==> src/sv/ist_ram.sv <==
// ----------------------------------------------------------------------------
// ist_ram
// Generic single-write, single-read synchronous RAM with registered read.
// ----------------------------------------------------------------------------
`default_nettype none

module ist_ram #(
    parameter int WIDTH = 32,
    parameter int DEPTH = 128
) (
    input  wire logic                     clk,
    input  wire logic                     we,
    input  wire logic [$clog2(DEPTH)-1:0] waddr,
    input  wire logic [WIDTH-1:0]         wdata,
    input  wire logic [$clog2(DEPTH)-1:0] raddr,
    output logic      [WIDTH-1:0]         rdata
);

    logic [WIDTH-1:0] mem [DEPTH];

    always_ff @(posedge clk)
    begin
        if (we)
        begin
            mem[waddr] <= wdata;
        end
        rdata <= mem[raddr];
    end

endmodule

`default_nettype wire

==> config.mk <==
export PLATFORM = sky130hd
export DESIGN_NAME = ist_ram
export DESIGN_NICKNAME = d
export VERILOG_FILES = /design/src/sv/ist_ram.sv
export SDC_FILE = /design/constraint.sdc
export NUM_CORES = 2
export LEC_CHECK = 0
export BUFFER_PORTS_ARGS = -buffer_cell sky130_fd_sc_hd__buf_2
export CAP_MARGIN = 20
export CORE_ASPECT_RATIO = 1.25
export CORE_MARGIN = 8
export CORE_UTILIZATION = 30
export DETAILED_ROUTE_END_ITERATION = 8
export GPL_TIMING_DRIVEN = 0
export MAX_ROUTING_LAYER = met4
export PLACE_DENSITY = 0.57
export SETUP_SLACK_MARGIN = 0.02
export SKIP_CTS_REPAIR_TIMING = 1
export SLEW_MARGIN = 40
export SYNTH_ARGS = -nofsm -noshare
export SYNTH_HDL_FRONTEND = slang
export SYNTH_SLANG_ARGS = --single-unit
==> constraint.sdc <==
create_clock -name clk -period 3.2 [get_ports clk]
set_input_delay 0.16 -clock clk [delete_from_list [all_inputs] [get_ports clk]]
set_output_delay 0.16 -clock clk [all_outputs]
set_load 0.01 [all_outputs]
==> results.cfg <==
[status]
outcome = finished, violations left
violations = negative setup slack

[route]
wire_per_inst_um = 31.6
drcViolationCount = 0
drt-initial-drc-count = 9388
drtAntennaViolNets = 0
finalWirelength_mm = 444
dr.pass1.iters = 5
viasPerCell = 5.11
vias = 71800

[floorplanning]
die_h_um = 823
io_pins = 80
die_w_um = 662
initial_core_util_pct = 30.1
dieArea_um2 = 544000
coreArea_um2 = 519000
fp-row-count = 296

[placement]
dpl.hpwl_mm = 317
port_buffers = 68
gp_congestion = 0.821
place_ws_ns = -1.71
place_inst = 13200

[critical_path]
critPathKind = input pin to register
end_kind = register
critical_path_arrival_ns = 4.02
cp_data_required_time_ns = 3.97
cp_max_fo = 11
crit_path_start_kind = input pin
rr_worst_depth = 4

[sta]
fin_setup_tns_ns = -0.104
setup_viol = 2
finalHoldViolCount = 0
period_minus_slack_ns = 3.25
tightest_slew_ns = 0.881
timing.final.ws_setup_ns = -0.0539
fin_crit_sh_pct = 102
skew_ns = 0.0423
fmax_mhz = 307
rsz0062_at_grt = false
slew_headroom_pct = 41.1
drv_slew = 0
hold_ws_ns = 0.0512

[synthesis]
synth_warnings = 0
ys_ff_latch = 4128
synth_cells = 5990
avgSynthCellArea_um2 = 26.1
synth_cell_type_count = 17
seq_area_frac_synth_pct = 79.1
syn_area_um2 = 156000
syn_nets = 6038

[global_routing]
grtUsageMet1_pct = 19.4
grt_pass1_vias = 73500
grt_use_met2_pct = 27.3
grt.total_usage_pct = 16.3
met3_usage_pct = 3.58
grt_start_max_net_pins = 94
grt_busiest_layer = met2
grt_pass1_wl_mm = 606
antenna_found_initial = 84
overflow = 0

[layout]
final_common_cell = edfxtp_1
fin_nets = 6858
final_cells = 14000
drive_gt1_share_pct = 37.7
utilization_pct = 36.0
area_growth_pct = 19.5
final_cell_mix = edfxtp_1 (4,096), mux4_2 (1,344), clkbuf_16 (392)

[cts]
clockBufferDepth = 4
clkSinkCount = 4128
cts_tree = yes
path_clk_slew_ns = 0.06
cts_root_buf = clkbuf_16
cts_buffers = 381
htreeDepth = 5
clk_latency_ns = 0.93

[worst_hold_path]
hold-path-cell-count = 3
hold_class = input pin to register

[power_and_ir_drop]
ir_drop_uv = 477
powerDensity_nw_per_um2 = 601
power_leakage_uw = 0.0567

[job]
max-cap-violations = 0
## sequential cells by signal, summed over array words and instances (netlist names)
register	cells
mem	4096
rdata	32
## through the flow
step	power, uW	instance area, um^2
finish	112000	187000
global route	115000	187000
CTS	113000	186000
detailed placement	67600	174000
global placement	67300	165000
floorplan	63800	156000
## worst paths after layout
path	start	endpoint	slack, ns
min	waddr[2]	mem[119][30]	0.05
min reg2reg	mem[91][27]	rdata[27]	1.32
max reg2reg	mem[44][11]	rdata[11]	0.37
max	raddr[0]	rdata[21]	-0.05
## cell type report
class / count / area (um^2)
Antenna cell: 80 / 200
Clock buffer: 463 / 10100
Multi-Input combinational cell: 1546 / 32400
Fill cell: 46500 / 332000
Sequential cell: 4128 / 124000
Timing Repair Buffer: 437 / 8080
Clock inverter: 223 / 2260
Tap cell: 6854 / 8580
Buffer: 316 / 1560
## worst max-delay path, stage by stage
cell	delay (ns)
buf_2	0.22
buf_6	0.28
buf_4	0.52
buf_2	0.47
mux4_2	0.58
mux4_2	0.63
mux4_2	0.62
mux2_2	0.44
## where the power goes
group / internal, uW / switching [uW]
Clock: 25600 / 20100
Sequential: 59700 / 73.2
Combinational: 2430 / 4300
## cells in the mapped netlist, drive strengths merged
cell type	count	area share, %
edfxtp	4096	79
nand3	12	0.038
mux2	32	0.23
or3	1	0.0040
buf	134	0.40
mux4	1344	19
nand2b	2	0.0080
nor3	9	0.029
nand4	3	0.012
nor2b	7	0.028
nor2	122	0.29
clkbuf	182	0.44
nand2	14	0.034
dfxtp	32	0.41
## metal layers
metal,vias to the layer above,share of wire [%],routed length [um]
met5,-,0,0
met4,0,4.0,18000
met3,660,8.0,35500
met2,3123,51,226000
met1,39900,37,165000
li1,28100,-,-
## cells by family after synthesis
group / after synthesis / synth area share [%]
buffers and inverters: 316 / 0.839
flip-flops: 4128 / 79.1
multiplexers: 1376 / 19.6
AND/OR/NAND/NOR: 170 / 0.446
(Power assumes the default switching activity.)
