===== src/sv/ist_pkg.sv =====
// ----------------------------------------------------------------------------
// ist_pkg
// Shared types and constants for the interpolation search table.
// ----------------------------------------------------------------------------
`default_nettype none

package ist_pkg;

    localparam int DATA_W = 32;              // table word and key width
    localparam int IDX_W  = 7;               // width of bounds and positions
    localparam int QUOT_W = IDX_W;           // probe offset never exceeds high - low
    localparam int PROD_W = DATA_W + IDX_W;  // (key - t[low]) * (high - low)

    localparam logic OP_APPEND = 1'b0;
    localparam logic OP_SEARCH = 1'b1;

    typedef struct packed {
        logic                     op;
        logic signed [DATA_W-1:0] value;
        logic        [IDX_W-1:0]  low_bound;
        logic        [IDX_W-1:0]  high_bound;
    } in_item_t;

    typedef struct packed {
        logic             found;
        logic [IDX_W-1:0] position;
    } out_item_t;

    typedef struct packed {
        logic              start;
        logic [PROD_W-1:0] dividend;
        logic [DATA_W-1:0] divisor;
    } div_req_t;

    typedef struct packed {
        logic              done;
        logic [QUOT_W-1:0] quotient;
    } div_rsp_t;

endpackage

`default_nettype wire


===== src/sv/ist_div.sv =====
// ----------------------------------------------------------------------------
// ist_div
// Restoring divider, one quotient bit per cycle. The caller guarantees that
// the quotient fits in QUOT_W bits, so only that many steps are run.
// ----------------------------------------------------------------------------
`default_nettype none

module ist_div
    import ist_pkg::*;
(
    input  wire logic     clk,
    input  wire logic     rst_n,
    input  wire div_req_t req,
    output div_rsp_t      rsp
);

    localparam int CNT_W = $clog2(QUOT_W);
    localparam logic [CNT_W-1:0] CNT_LAST = CNT_W'(QUOT_W - 1);

    logic              busy_reg;
    logic              done_reg;
    logic [CNT_W-1:0]  cnt_reg;
    logic [DATA_W-1:0] rem_reg;
    logic [QUOT_W-1:0] bits_reg;   // dividend bits shift out, quotient bits shift in
    logic [DATA_W-1:0] dsr_reg;

    logic [DATA_W:0]   trial;
    logic              take;
    logic [DATA_W-1:0] rem_next;

    assign trial    = {rem_reg, bits_reg[QUOT_W-1]};
    assign take     = trial >= {1'b0, dsr_reg};
    assign rem_next = take ? DATA_W'(trial - {1'b0, dsr_reg}) : trial[DATA_W-1:0];

    always_ff @(posedge clk or negedge rst_n)
    begin
        if (!rst_n)
        begin
            busy_reg <= 1'b0;
            done_reg <= 1'b0;
            cnt_reg  <= '0;
        end
        else
        begin
            done_reg <= 1'b0;
            if (req.start)
            begin
                busy_reg <= 1'b1;
                cnt_reg  <= '0;
            end
            else if (busy_reg)
            begin
                cnt_reg <= cnt_reg + CNT_W'(1);
                if (cnt_reg == CNT_LAST)
                begin
                    busy_reg <= 1'b0;
                    done_reg <= 1'b1;
                end
            end
        end
    end

    always_ff @(posedge clk)
    begin
        if (req.start)
        begin
            rem_reg  <= req.dividend[PROD_W-1:QUOT_W];
            bits_reg <= req.dividend[QUOT_W-1:0];
            dsr_reg  <= req.divisor;
        end
        else if (busy_reg)
        begin
            rem_reg  <= rem_next;
            bits_reg <= {bits_reg[QUOT_W-2:0], take};
        end
    end

    assign rsp.done     = done_reg;
    assign rsp.quotient = bits_reg;

endmodule

`default_nettype wire


===== config.mk =====
export PLATFORM = sky130hd
export DESIGN_NAME = ist_div
export DESIGN_NICKNAME = d
export VERILOG_FILES = /design/src/sv/ist_pkg.sv /design/src/sv/ist_div.sv
export SDC_FILE = /design/constraint.sdc
export NUM_CORES = 1
export LEC_CHECK = 0
export BUFFER_PORTS_ARGS = -buffer_cell sky130_fd_sc_hd__buf_4
export CORE_MARGIN = 2
export CORE_UTILIZATION = 53
export CTS_BUF_LIST = sky130_fd_sc_hd__clkbuf_8
export DETAILED_ROUTE_END_ITERATION = 10
export HOLD_SLACK_MARGIN = 0.1
export PLACE_DENSITY = 0.76
export SYNTH_ARGS = -nofsm -noshare
export SYNTH_HDL_FRONTEND = slang
export SYNTH_SLANG_ARGS = --single-unit

===== constraint.sdc =====
create_clock -name clk -period 7.2 [get_ports clk]
set_clock_uncertainty 0.1 [all_clocks]
set_input_delay 0.36 -clock clk [delete_from_list [all_inputs] [get_ports clk]]
set_output_delay 0.36 -clock clk [all_outputs]
set_load 0.005 [all_outputs]

==> metrics, run 1 <==
status=completed; CP arrival=3.91 ns; Worst path slowest cell=nor2_2; Clock Pin Slew Worst Setup and Hold Paths=0.08 ns; post-synthesis compound-gate area fraction=0.160; GP Congestion=0.989; count of pins over their slew limit=0; largest net degree at the start of global routing=60; die width=102 um; core area=9240 sq um; clk root buf=clkbuf_8; xor/xnor share of the synthesized area=0.0468; total power=2.42 mW; Required @ worst endpoint=7.22 ns; CTS tree=yes; Buf/Inv on CP=1; CP Depth=11; port bufs=81; Layout Nets=703; # clock sinks=76; fill count=711; sequential area share after synthesis=0.447; Initial Util=0.547; Worst Setup Start Kind=flop; Final min period=3.89 ns; die height=102 um; H-tree levels=3; critical path fanouts, max=17; remaining antenna violation count=0; routed length per placed instance=15.6 um; #FFs+latches synth=76; TritonCTS buffer count=9; P&R area growth vs syn=23.5%; layout cells sized above 1=0.219; syn nets=595; ant diodes=0; setup TNS=0 ns; most used cell, CP=mux2_2; post-synthesis mux area share=0.0775; actual slew at the worst max-slew pin=1.00 ns; endpoint type of the worst setup path=flop; Final Setup Violations=0; part of the cycle the worst path needs=0.540; total gr overflow=0; WS Path Type=reg2reg; num rows=35; drt pass-1 iters=5; Adder-Cell Fraction of Synth Area=0.0881; Ys Warns=0; worst r2r dst=rem_reg[3]; Crit path max-delay family=simple AND/OR/NAND/NOR gates; Max Fclk=257 MHz; number of global-route vias before repair=4,109; Hold Crit Endpoint=rem_reg[1]; unrepaired setup endpoints after global routing=no; Synth Cell Area=5050 sq um; Detailed Route Iter0 Violations=188; Reg2Reg Depth=11; Cell Pwr Density=387 nW/um^2; HP Start=req[40]; largest family of logic cells by synthesized area=compound AO/OA/AOI/OAI gates; HPWL after DPL=8140 um; I/O pin cnt=82; Clock Path Buffers=2; postcts setup bufs=0; Worst R2R Start=rem_reg[0]; global-route wire length before repair=18,800 um; syn_area_per_cell=10.4 sq um; Hold Path Depth=3; overall track demand over capacity in global routing=0.234; top_reg_cell synth=edfxtp_1; # DRC=0; Max Cap Violations=0; Slowest Stage Delay on Critical Path=0.58 ns; drt via density=5.54; Post-synth EDFFs=71; relative slew slack=0.331; clk_lat worst skew=0.37 ns; Final Hold Fails=0; Synth Area in Simple Gates=0.129; final WL=11,300 um; Netlist cell types=59; initial antenna violation count=0; Via Count=4,035; Mapped Cells=486; worst ir drop on vdd=0.188 mV; Leak=2.69 nW; Worst R2R Setup Slack=3.31 ns; DIE AREA=10,300 sq um; worst-path cell chain=ha_1 -> nor2b_1 -> o2111ai_1 -> nand3_1 -> and4bb_1 -> nor2_4 -> o2111a_2 -> nor2_2 -> buf_4 -> mux2_2 -> mux2_2; Hold WC Path Type=in2reg; Post-synth ARST share=0.0658
==> kinds of logic after synthesis <==
logic type,Yosys count
compound gates,128
xor+xnor,27
fa+ha+maj,35
buf+inv,62
flops,76
mux,35
simple gates,123
==> placed cells by master (no fill, tap or decap), types with 7 or more instances in the layout <==
cell           Yosys  layout
a21oi_1           48      48
inv_1             42      43
nand2_1           32      32
nand3_1           10      10
mux2_2            22      22
dlygate4sd3_1      0      33
nor2b_1           11      11
clkbuf_8           0       9
a221o_1            7       7
xor2_1            12      12
xnor2_1           15      15
o21ai_0           24      24
ha_1              34      34
a21o_1            16      16
nor2_1            24      24
mux2_1            11      11
nor3b_1            8       8
buf_4              2      83
edfxtp_1          71      71
==> tightest hold or removal path: cells and delay by family <==
family	cells	cell delay (ns)
AND/OR/NAND/NOR	1	0.04
buffers and inverters	1	0.07
AO/OA/AOI/OAI	1	0.06
==> how the worst max path moves through the flow <==
| stage | from | end | slack, ns |
|---|---|---|---|
| floorplan | bits_reg[6] | rem_reg[22] | 4.22 |
| global placement | rem_reg[0] | rem_reg[3] | 3.52 |
| detailed placement | rem_reg[0] | rem_reg[3] | 3.31 |
| CTS | rem_reg[0] | rem_reg[17] | 3.30 |
| global route | rem_reg[0] | rem_reg[3] | 3.08 |
| finish | rem_reg[0] | rem_reg[3] | 3.31 |
==> per-layer routing <==
metal	share of wire	track usage	vias up	wire length [um]
met5	0	0	-	0
met4	0.020	0.0925	0	223
met3	0.060	0.0566	19	685
met2	0.49	0.405	131	5610
met1	0.43	0.281	1903	4820
li1	-	-	1982	-
==> per-stage QoR <==
stage	hold WS, ns	setup slack [ns]	cell area [sq um]	utilization	std cells
6_report	0.174	3.31	6240	0.676	728
5_1_grt	0.182	3.08	6240	0.676	728
4_1_cts	0.164	3.30	6240	0.676	728
3_5_place_dp	0.0657	3.31	5740	0.621	679
2_1_floorplan	-0.0356	4.22	5050	-	486
3_3_place_gp	0.0612	3.52	5740	0.621	679
==> cell usage after synthesis (all sizes together) (7+ instances only) <==
library cell / n / area (sq um)
a21o: 16 / 120
a21oi: 48 / 240
a221o: 7 / 70.1
buf: 8 / 56.3
clkbuf: 11 / 41.3
edfxtp: 71 / 2130
ha: 34 / 425
inv: 43 / 161
mux2: 33 / 372
nand2: 33 / 126
nand3: 10 / 50.1
nor2: 28 / 120
nor2b: 11 / 68.8
nor3b: 8 / 60.1
o21ai: 28 / 140
xnor2: 15 / 131
xor2: 12 / 105
==> power by group <==
part | switching, mW | total (mW) | leakage [nW] | internal (mW)
combinational | 0.781 | 1.41 | 1.82 | 0.630
sequential | 0.0671 | 0.714 | 0.791 | 0.647
clock | 0.167 | 0.290 | 0.0763 | 0.123
==> cell type report <==
type	instances	area [sq um]	area share
flip-flops and latches	76	2260	0.362
inverters	43	161	0.0259
multi-input cells	348	2540	0.407
repair buffers	116	953	0.153
well taps	129	161	0.0259
clock inverters	7	46.3	0.00742
clock buffers	9	124	0.0198
==> timing repair <==
item / in CTS / in global routing
hold buffers: 33 / 0
endpoints found under the hold margin: 37 / 0
resized for setup: 0 / 0
Power figures use the tool's default switching activity.
==> run 2: changes to the inputs <==
--- a/config.mk
+++ b/config.mk
@@ -5,13 +5,14 @@
 export SDC_FILE = /design/constraint.sdc
 export NUM_CORES = 1
 export LEC_CHECK = 0
+export ABC_AREA = 1
 export BUFFER_PORTS_ARGS = -buffer_cell sky130_fd_sc_hd__buf_4
 export CORE_MARGIN = 2
 export CORE_UTILIZATION = 53
 export CTS_BUF_LIST = sky130_fd_sc_hd__clkbuf_8
 export DETAILED_ROUTE_END_ITERATION = 10
 export HOLD_SLACK_MARGIN = 0.1
-export PLACE_DENSITY = 0.76
+export PLACE_DENSITY = 0.74
 export SYNTH_ARGS = -nofsm -noshare
 export SYNTH_HDL_FRONTEND = slang
 export SYNTH_SLANG_ARGS = --single-unit
==> constraint.sdc (replaced) <==
create_clock -name clk -period 4.08 [get_ports clk]
set_clock_uncertainty 0.1 [all_clocks]
set_input_delay 0.204 -clock clk [delete_from_list [all_inputs] [get_ports clk]]
set_output_delay 0.204 -clock clk [all_outputs]
set_load 0.005 [all_outputs]
==> run 2 against run 1 <==
Effect of this change:
- via count increased by 45%
- sequential share of layout area decreased by 6.4 points
- total power increased by 95%
- register-to-register slack got worse by 2.1 ns
- synthesized area increased by 18%
- combinational power increased by 100%
- sequential power increased by 71%
- critical path type unchanged
- largest power group unchanged
==> metrics, run 2 <==
status=completed; HPWL after DPL=12,100 um (+48%); worst ir drop on vdd=0.271 mV (+44%); Ys Warns=0 (unchanged); Cell Pwr Density=621 nW/um^2 (+61%); overall track demand over capacity in global routing=0.290 (+0.0562); Slowest Stage Delay on Critical Path=0.45 ns (-0.13 ns); Layout Nets=1,119 (+59%); relative slew slack=0.508 (+0.177); TritonCTS buffer count=9 (unchanged); CP arrival=2.94 ns (-0.97 ns); dpl ws=1.24 ns (-2.07 ns); # DRC=0 (unchanged); post-synth top area share=0.358 (-0.0636); final WL=16,700 um (+47%); Via Count=5,832 (+45%); postcts setup bufs=0 (unchanged); count of pins over their slew limit=0 (unchanged); total power=4.71 mW (+95%); Synth Cell Area=5950 sq um (+18%); Leak=4.05 nW (+51%); syn nets=967 (+63%); Sw Ratio=0.475 (+0.0544); number of global-route vias before repair=5,702 (+39%); total gr overflow=0 (unchanged); CP Depth=11 (unchanged); top_reg_cell synth=edfxtp_1; Worst R2R Start=rem_reg[27]; # clock sinks=76 (unchanged); clk root buf=clkbuf_8; Post-synth ARST share=0.0658 (unchanged); Required @ worst endpoint=4.10 ns (-3.12 ns); endpoint type of the worst setup path=flop; DIE AREA=12,100 sq um (+17%); Worst path slowest cell=nand2_2; actual slew at the worst max-slew pin=0.736 ns (-0.268 ns); Detailed Route Iter0 Violations=415 (+120%); routed length per placed instance=14.5 um (-7.1%); internal cell power=2.47 mW (+77%); clock share of power=0.131 (+0.011); Crit path max-delay family=simple AND/OR/NAND/NOR gates; worst r2r dst=rem_reg[25]; power share of the sequential group=0.260 (-0.036); Final Hold Fails=0 (unchanged); CTS tree=yes; drt pass-1 iters=5 (unchanged); die height=110 um (+8.2%); Mapped Cells=858 (+77%); die width=110 um (+8.2%); Initial Util=0.547 (about the same); hold buffers post-CTS=73 (+120%); placed cells=1,066 (+57%); Net Switching=2.24 mW (+120%); critical path fanouts, max=33 (+16); ant diodes=0 (unchanged); Max Fclk=343 MHz (+33%); Hold Crit Endpoint=dsr_reg[31]; remaining antenna violation count=0 (unchanged); Hold Path Depth=1 (-2); Layout Cells excl Fill=1,155 (+59%); setup TNS=0 ns (unchanged); HP Start=req[71]; part of the cycle the worst path needs=0.714 (+0.174); Netlist cell types=31 (-47%); Buf/Inv on CP=0 (-1); Post-synth EDFFs=71 (unchanged); port bufs=81 (unchanged); synth top area cells=edfxtp_1 36%, nand2_1 23%, inv_1 9.6%; WS Path Type=reg2reg; GP Congestion=0.970 (-2.0%); Clock Pin Slew Worst Setup and Hold Paths=0.09 ns (about the same); Reg2Reg Depth=11 (unchanged); #FFs+latches synth=76 (unchanged); Hold WC Path Type=in2reg; cell taking the most area after synthesis=edfxtp_1; syn_area_per_cell=6.94 sq um (-33%); commonest non-fill, non-tap cells in the layout=359 x nand2_1, 153 x inv_1, 86 x buf_4, 73 x dlygate4sd3_1, 71 x edfxtp_1; Max Cap Violations=0 (unchanged); drt via density=5.05 (-8.9%); most used cell, CP=nand2_1; I/O pin cnt=82 (unchanged); setup ws final=1.17 ns (-2.15 ns); Placed Area=6640 sq um (+16%); layout cells sized above 1=0.121 (-0.0975); most common cell after layout, fill and taps aside=nand2_1; Final Setup Violations=0 (unchanged); Final min period=2.91 ns (-0.974 ns); num rows=38 (+8.6%); initial antenna violation count=0 (unchanged); P&R area growth vs syn=27.3%; Clock Path Buffers=2 (unchanged); Logic pwr share=0.609 (+0.025); global-route wire length before repair=26,800 um (+43%); clk_lat worst skew=0.37 ns (about the same); cts repair resizes=0 (unchanged); worst-path cell chain=ha_1 -> a21oi_1 -> nand2_1 -> a21oi_1 -> nand2_1 -> nor2_2 -> nand2_2 -> nand2_1 -> nand2_1 -> nand2_1 -> nand2_1; sequential area share after synthesis=0.379 (-0.0673); unrepaired setup endpoints after global routing=no; Commonest cells post-synth=359 x nand2_1, 152 x inv_1, 71 x edfxtp_1, 68 x nand3_1, 41 x nor2_1; H-tree levels=3 (unchanged); largest net degree at the start of global routing=45 (-25%); Worst Setup Start Kind=flop; core area=10,900 sq um (+18%); Worst R2R Setup Slack=1.17 ns (-2.15 ns); most frequent cell after synthesis=nand2_1; Finished Cell Area=7580 sq um (+21%)
## run 2: cell types whose count changed after synthesis, sizes merged, moves of 22 or more
cell	delta
inv	+115
o21ai	-22
a21oi	-28
nand3b	+23
nand3	+59
mux2	-33
nand2	+331
## run 2: final cells by class
type / instances / area [sq um]
Multi-Input combinational cell: 605 / 2970
Clock inverter: 5 / 51.3
Clock buffer: 11 / 151
Inverter: 159 / 597
Sequential cell: 76 / 2260
Timing Repair Buffer: 159 / 1380
Tap cell: 140 / 175
Fill cell: 945 / 3310
## run 2: kinds of logic (layout without fill, tap and decap cells)
logic type      Yosys count  in the layout  synth area share
buf+inv                 177            334             0.122
flops                    76             76             0.379
xor+xnor                 14             14            0.0206
simple gates            526            526             0.376
compound gates           30             30            0.0273
fa+ha+maj                35             35            0.0748
## run 2: how the worst max path moves through the flow
stage | startpoint | to | slack, ns
final | rem_reg[27] | rem_reg[25] | 1.17
after global routing | rem_reg[27] | rem_reg[25] | 0.96
after CTS | rem_reg[2] | rem_reg[25] | 1.24
after detailed placement | rem_reg[26] | rem_reg[31] | 1.24
after global placement | rem_reg[26] | rem_reg[25] | 1.30
after floorplan | bits_reg[6] | rem_reg[28] | 1.83
## run 2: stage by stage
step                      hold WS [ns]   util
after floorplan                 -0.192      -
after global placement         -0.0908  0.610
after detailed placement       -0.0907  0.610
after CTS                        0.167  0.696
after global routing             0.167  0.696
final                            0.167  0.696
## run 2: per-layer routing
metal	GRT usage	wire, um
met1	0.382	7620
met2	0.490	7770
met3	0.0376	941
met4	0.106	383
met5	0	0
## run 2: power by group through the flow
stage | combinational, mW | clock [mW] | sequential, mW
after CTS | 2.82 | 0.621 | 1.22
final | 2.86 | 0.618 | 1.22
after detailed placement | 2.75 | 0 | 1.23
after global routing | 3.24 | 0.656 | 1.25
after global placement | 2.72 | 0 | 1.22
after floorplan | 2.12 | 0 | 1.20
==> run 3: changes to the inputs <==
--- a/config.mk
+++ b/config.mk
@@ -12,7 +12,7 @@
 export CTS_BUF_LIST = sky130_fd_sc_hd__clkbuf_8
 export DETAILED_ROUTE_END_ITERATION = 10
 export HOLD_SLACK_MARGIN = 0.1
-export PLACE_DENSITY = 0.74
+export PLACE_DENSITY = 0.77
 export SYNTH_ARGS = -nofsm -noshare
 export SYNTH_HDL_FRONTEND = slang
 export SYNTH_SLANG_ARGS = --single-unit
==> constraint.sdc (replaced) <==
create_clock -name clk -period 2.6 [get_ports clk]
set_clock_uncertainty 0.1 [all_clocks]
set_input_delay 0.13 -clock clk [delete_from_list [all_inputs] [get_ports clk]]
set_output_delay 0.13 -clock clk [all_outputs]
set_load 0.005 [all_outputs]
==> run 3 against run 2 <==
Effect of this change:
- fmax is 17% higher
- wire length is 4.3% higher
- hold slack improved by 0.16 ns
- cell count increased by 1.5%
- design area increased by 4.2%
- combinational power up 72%
- via count up 1.8%
- worst setup slack worse by 1.1 ns
- highest routed layer unchanged
==> metrics, run 3 (synthesis gave the netlist of run 2 again) <==
status=completed; Crit path max-delay family=simple AND/OR/NAND/NOR gates; Leak=4.13 nW (+1.9%); Worst R2R Setup Slack=0.11 ns (-1.06 ns); Sw Ratio=0.471 (-0.00398); Hold Crit Endpoint=dsr_reg[7]; CP Depth=13 (+2); die height=110 um (unchanged); worst ir drop on vdd=0.553 mV (+100%); Initial Util=0.547 (unchanged); Final Hold Fails=0 (unchanged); ant diodes=0 (unchanged); Max Cap Violations=0 (unchanged); Final min period=2.49 ns (-0.421 ns); relative slew slack=0.637 (+0.129); Clock Path Buffers=2 (unchanged); Reg2Reg Depth=13 (+2); initial antenna violation count=0 (unchanged); commonest non-fill, non-tap cells in the layout=355 x nand2_1, 152 x inv_1, 96 x buf_4, 74 x dlygate4sd3_1, 71 x edfxtp_1; Worst path slowest cell=edfxtp_1; routed length per placed instance=14.9 um (+2.8%); TritonCTS buffer count=9 (unchanged); Final Setup Violations=0 (unchanged); overall track demand over capacity in global routing=0.304 (+0.0132); Finished Cell Area=7890 sq um (+4.2%); worst-path cell chain=ha_1 -> nand2_1 -> nor2_2 -> nand3_1 -> nand3_2 -> nand2_2 -> nand2_2 -> nand2_2 -> nand2_2 -> buf_6 -> nand2_1 -> nand3_1 -> nand2_1; Via Count=5,936 (+1.8%); Detailed Route Iter0 Violations=394 (-5.1%); total power=7.76 mW (+65%); I/O pin cnt=82 (unchanged); Cell Pwr Density=984 nW/um^2 (+58%); core area=10,900 sq um (unchanged); num rows=38 (unchanged); clk_lat worst skew=0.40 ns (+0.03 ns); power share of the sequential group=0.252 (-0.008); critical path fanouts, max=11 (-67%); remaining antenna violation count=0 (unchanged); part of the cycle the worst path needs=0.959 (+0.245); count of pins over their slew limit=0 (unchanged); Buf/Inv on CP=1 (+1); placed cells=1,077 (+1.0%); GP Congestion=1.02 (+5.3%); HP Start=req[7]; Worst R2R Start=rem_reg[5]; CP arrival=2.54 ns (-0.40 ns); endpoint type of the worst setup path=flop; Slowest Stage Delay on Critical Path=0.41 ns (-0.04 ns); CTS tree=yes; # clock sinks=76 (unchanged); Hold WC Path Type=in2reg; HPWL after DPL=12,400 um (+2.9%); Hold Path Depth=2 (+1); port bufs=81 (unchanged); Net Switching=3.66 mW (+64%); # DRC=0 (unchanged); number of global-route vias before repair=5,733 (+0.54%); Layout Cells excl Fill=1,172 (+1.5%); H-tree levels=3 (unchanged); WS Path Type=reg2reg; Max Fclk=401 MHz (+17%); drt pass-1 iters=5 (unchanged); Required @ worst endpoint=2.64 ns (-1.46 ns); global-route wire length before repair=27,300 um (+1.9%); setup ws final=0.106 ns (-1.06 ns); final WL=17,400 um (+4.3%); worst r2r dst=rem_reg[15]; internal cell power=4.11 mW (+66%); P&R area growth vs syn=32.6%; clk root buf=clkbuf_8; Placed Area=6760 sq um (+1.8%); Worst Setup Start Kind=flop; setup TNS=0 ns (unchanged); total gr overflow=0 (unchanged); Logic pwr share=0.633 (+0.024); Clock Pin Slew Worst Setup and Hold Paths=0.09 ns (about the same); DIE AREA=12,100 sq um (unchanged); die width=110 um (unchanged); most used cell, CP=nand2_2; layout cells sized above 1=0.160 (+0.0387); drt via density=5.06 (+0.31%); actual slew at the worst max-slew pin=0.545 ns (-0.190 ns); Layout Nets=1,136 (+1.5%); clock share of power=0.115 (-0.016); largest net degree at the start of global routing=44 (-2.2%); most common cell after layout, fill and taps aside=nand2_1; dpl ws=-0.00937 ns (-1.25 ns)
-- run 3: cell types whose count changed in the layout (fill, tap and decap cells not counted), sizes merged --
| cell | previous run | this run |
|---|---|---|
| inv | 159 | 158 |
| buf | 86 | 102 |
| dlygate4sd3 | 73 | 74 |
| bufinv | 1 | 0 |
| clkinvlp | 1 | 3 |
-- run 3: power groups by stage --
stage | logic (mW) | registers [mW] | clock network (mW)
detailed placement | 4.47 | 1.93 | 0
global route | 5.46 | 1.99 | 0.959
floorplan | 3.32 | 1.88 | 0
finish | 4.91 | 1.96 | 0.896
global placement | 4.43 | 1.93 | 0
CTS | 4.58 | 1.91 | 0.908
-- run 3: repair_timing --
item                       in CTS  in global routing
cloned                          0                  0
buffers inserted                0                  5
resized for setup               1                 30
setup endpoints to repair       1                 25
pin swaps                       0                  4
hold buffers                   74                  0
hold endpoints to repair       90                  0
-- run 3: worst max-delay path by stage --
stage,startpoint,endpoint,slack (ns)
floorplan,bits_reg[6],rem_reg[28],0.35
global placement,bits_reg[6],rem_reg[28],0.05
detailed placement,bits_reg[6],rem_reg[28],-0.009
CTS,rem_reg[23],rem_reg[15],0.02
global route,bits_reg[6],rem_reg[28],-0.01
finish,rem_reg[5],rem_reg[15],0.11
-- run 3: per-stage QoR --
stage	util	hold slack, ns
final	0.725	0.331
after global routing	0.725	0.337
after CTS	0.707	0.324
after detailed placement	0.621	-0.166
after global placement	0.621	-0.164
after floorplan	-	-0.266
-- run 3: routing by layer --
metal | part of all wire | vias up | global-route usage
met5 | 0 | - | 0
li1 | - | 3015 | -
met1 | 0.44 | 2679 | 0.393
met4 | 0.020 | 0 | 0.0976
met2 | 0.47 | 211 | 0.504
met3 | 0.067 | 31 | 0.0700
-- run 3: area by class of cell --
cell class,instances,area (sq um)
inverters,159,597
multi-input cells,605,3120
well taps,140,175
fillers,867,3000
clock buffers,11,151
repair buffers,176,1560
flip-flops and latches,76,2260
clock inverters,5,36.3
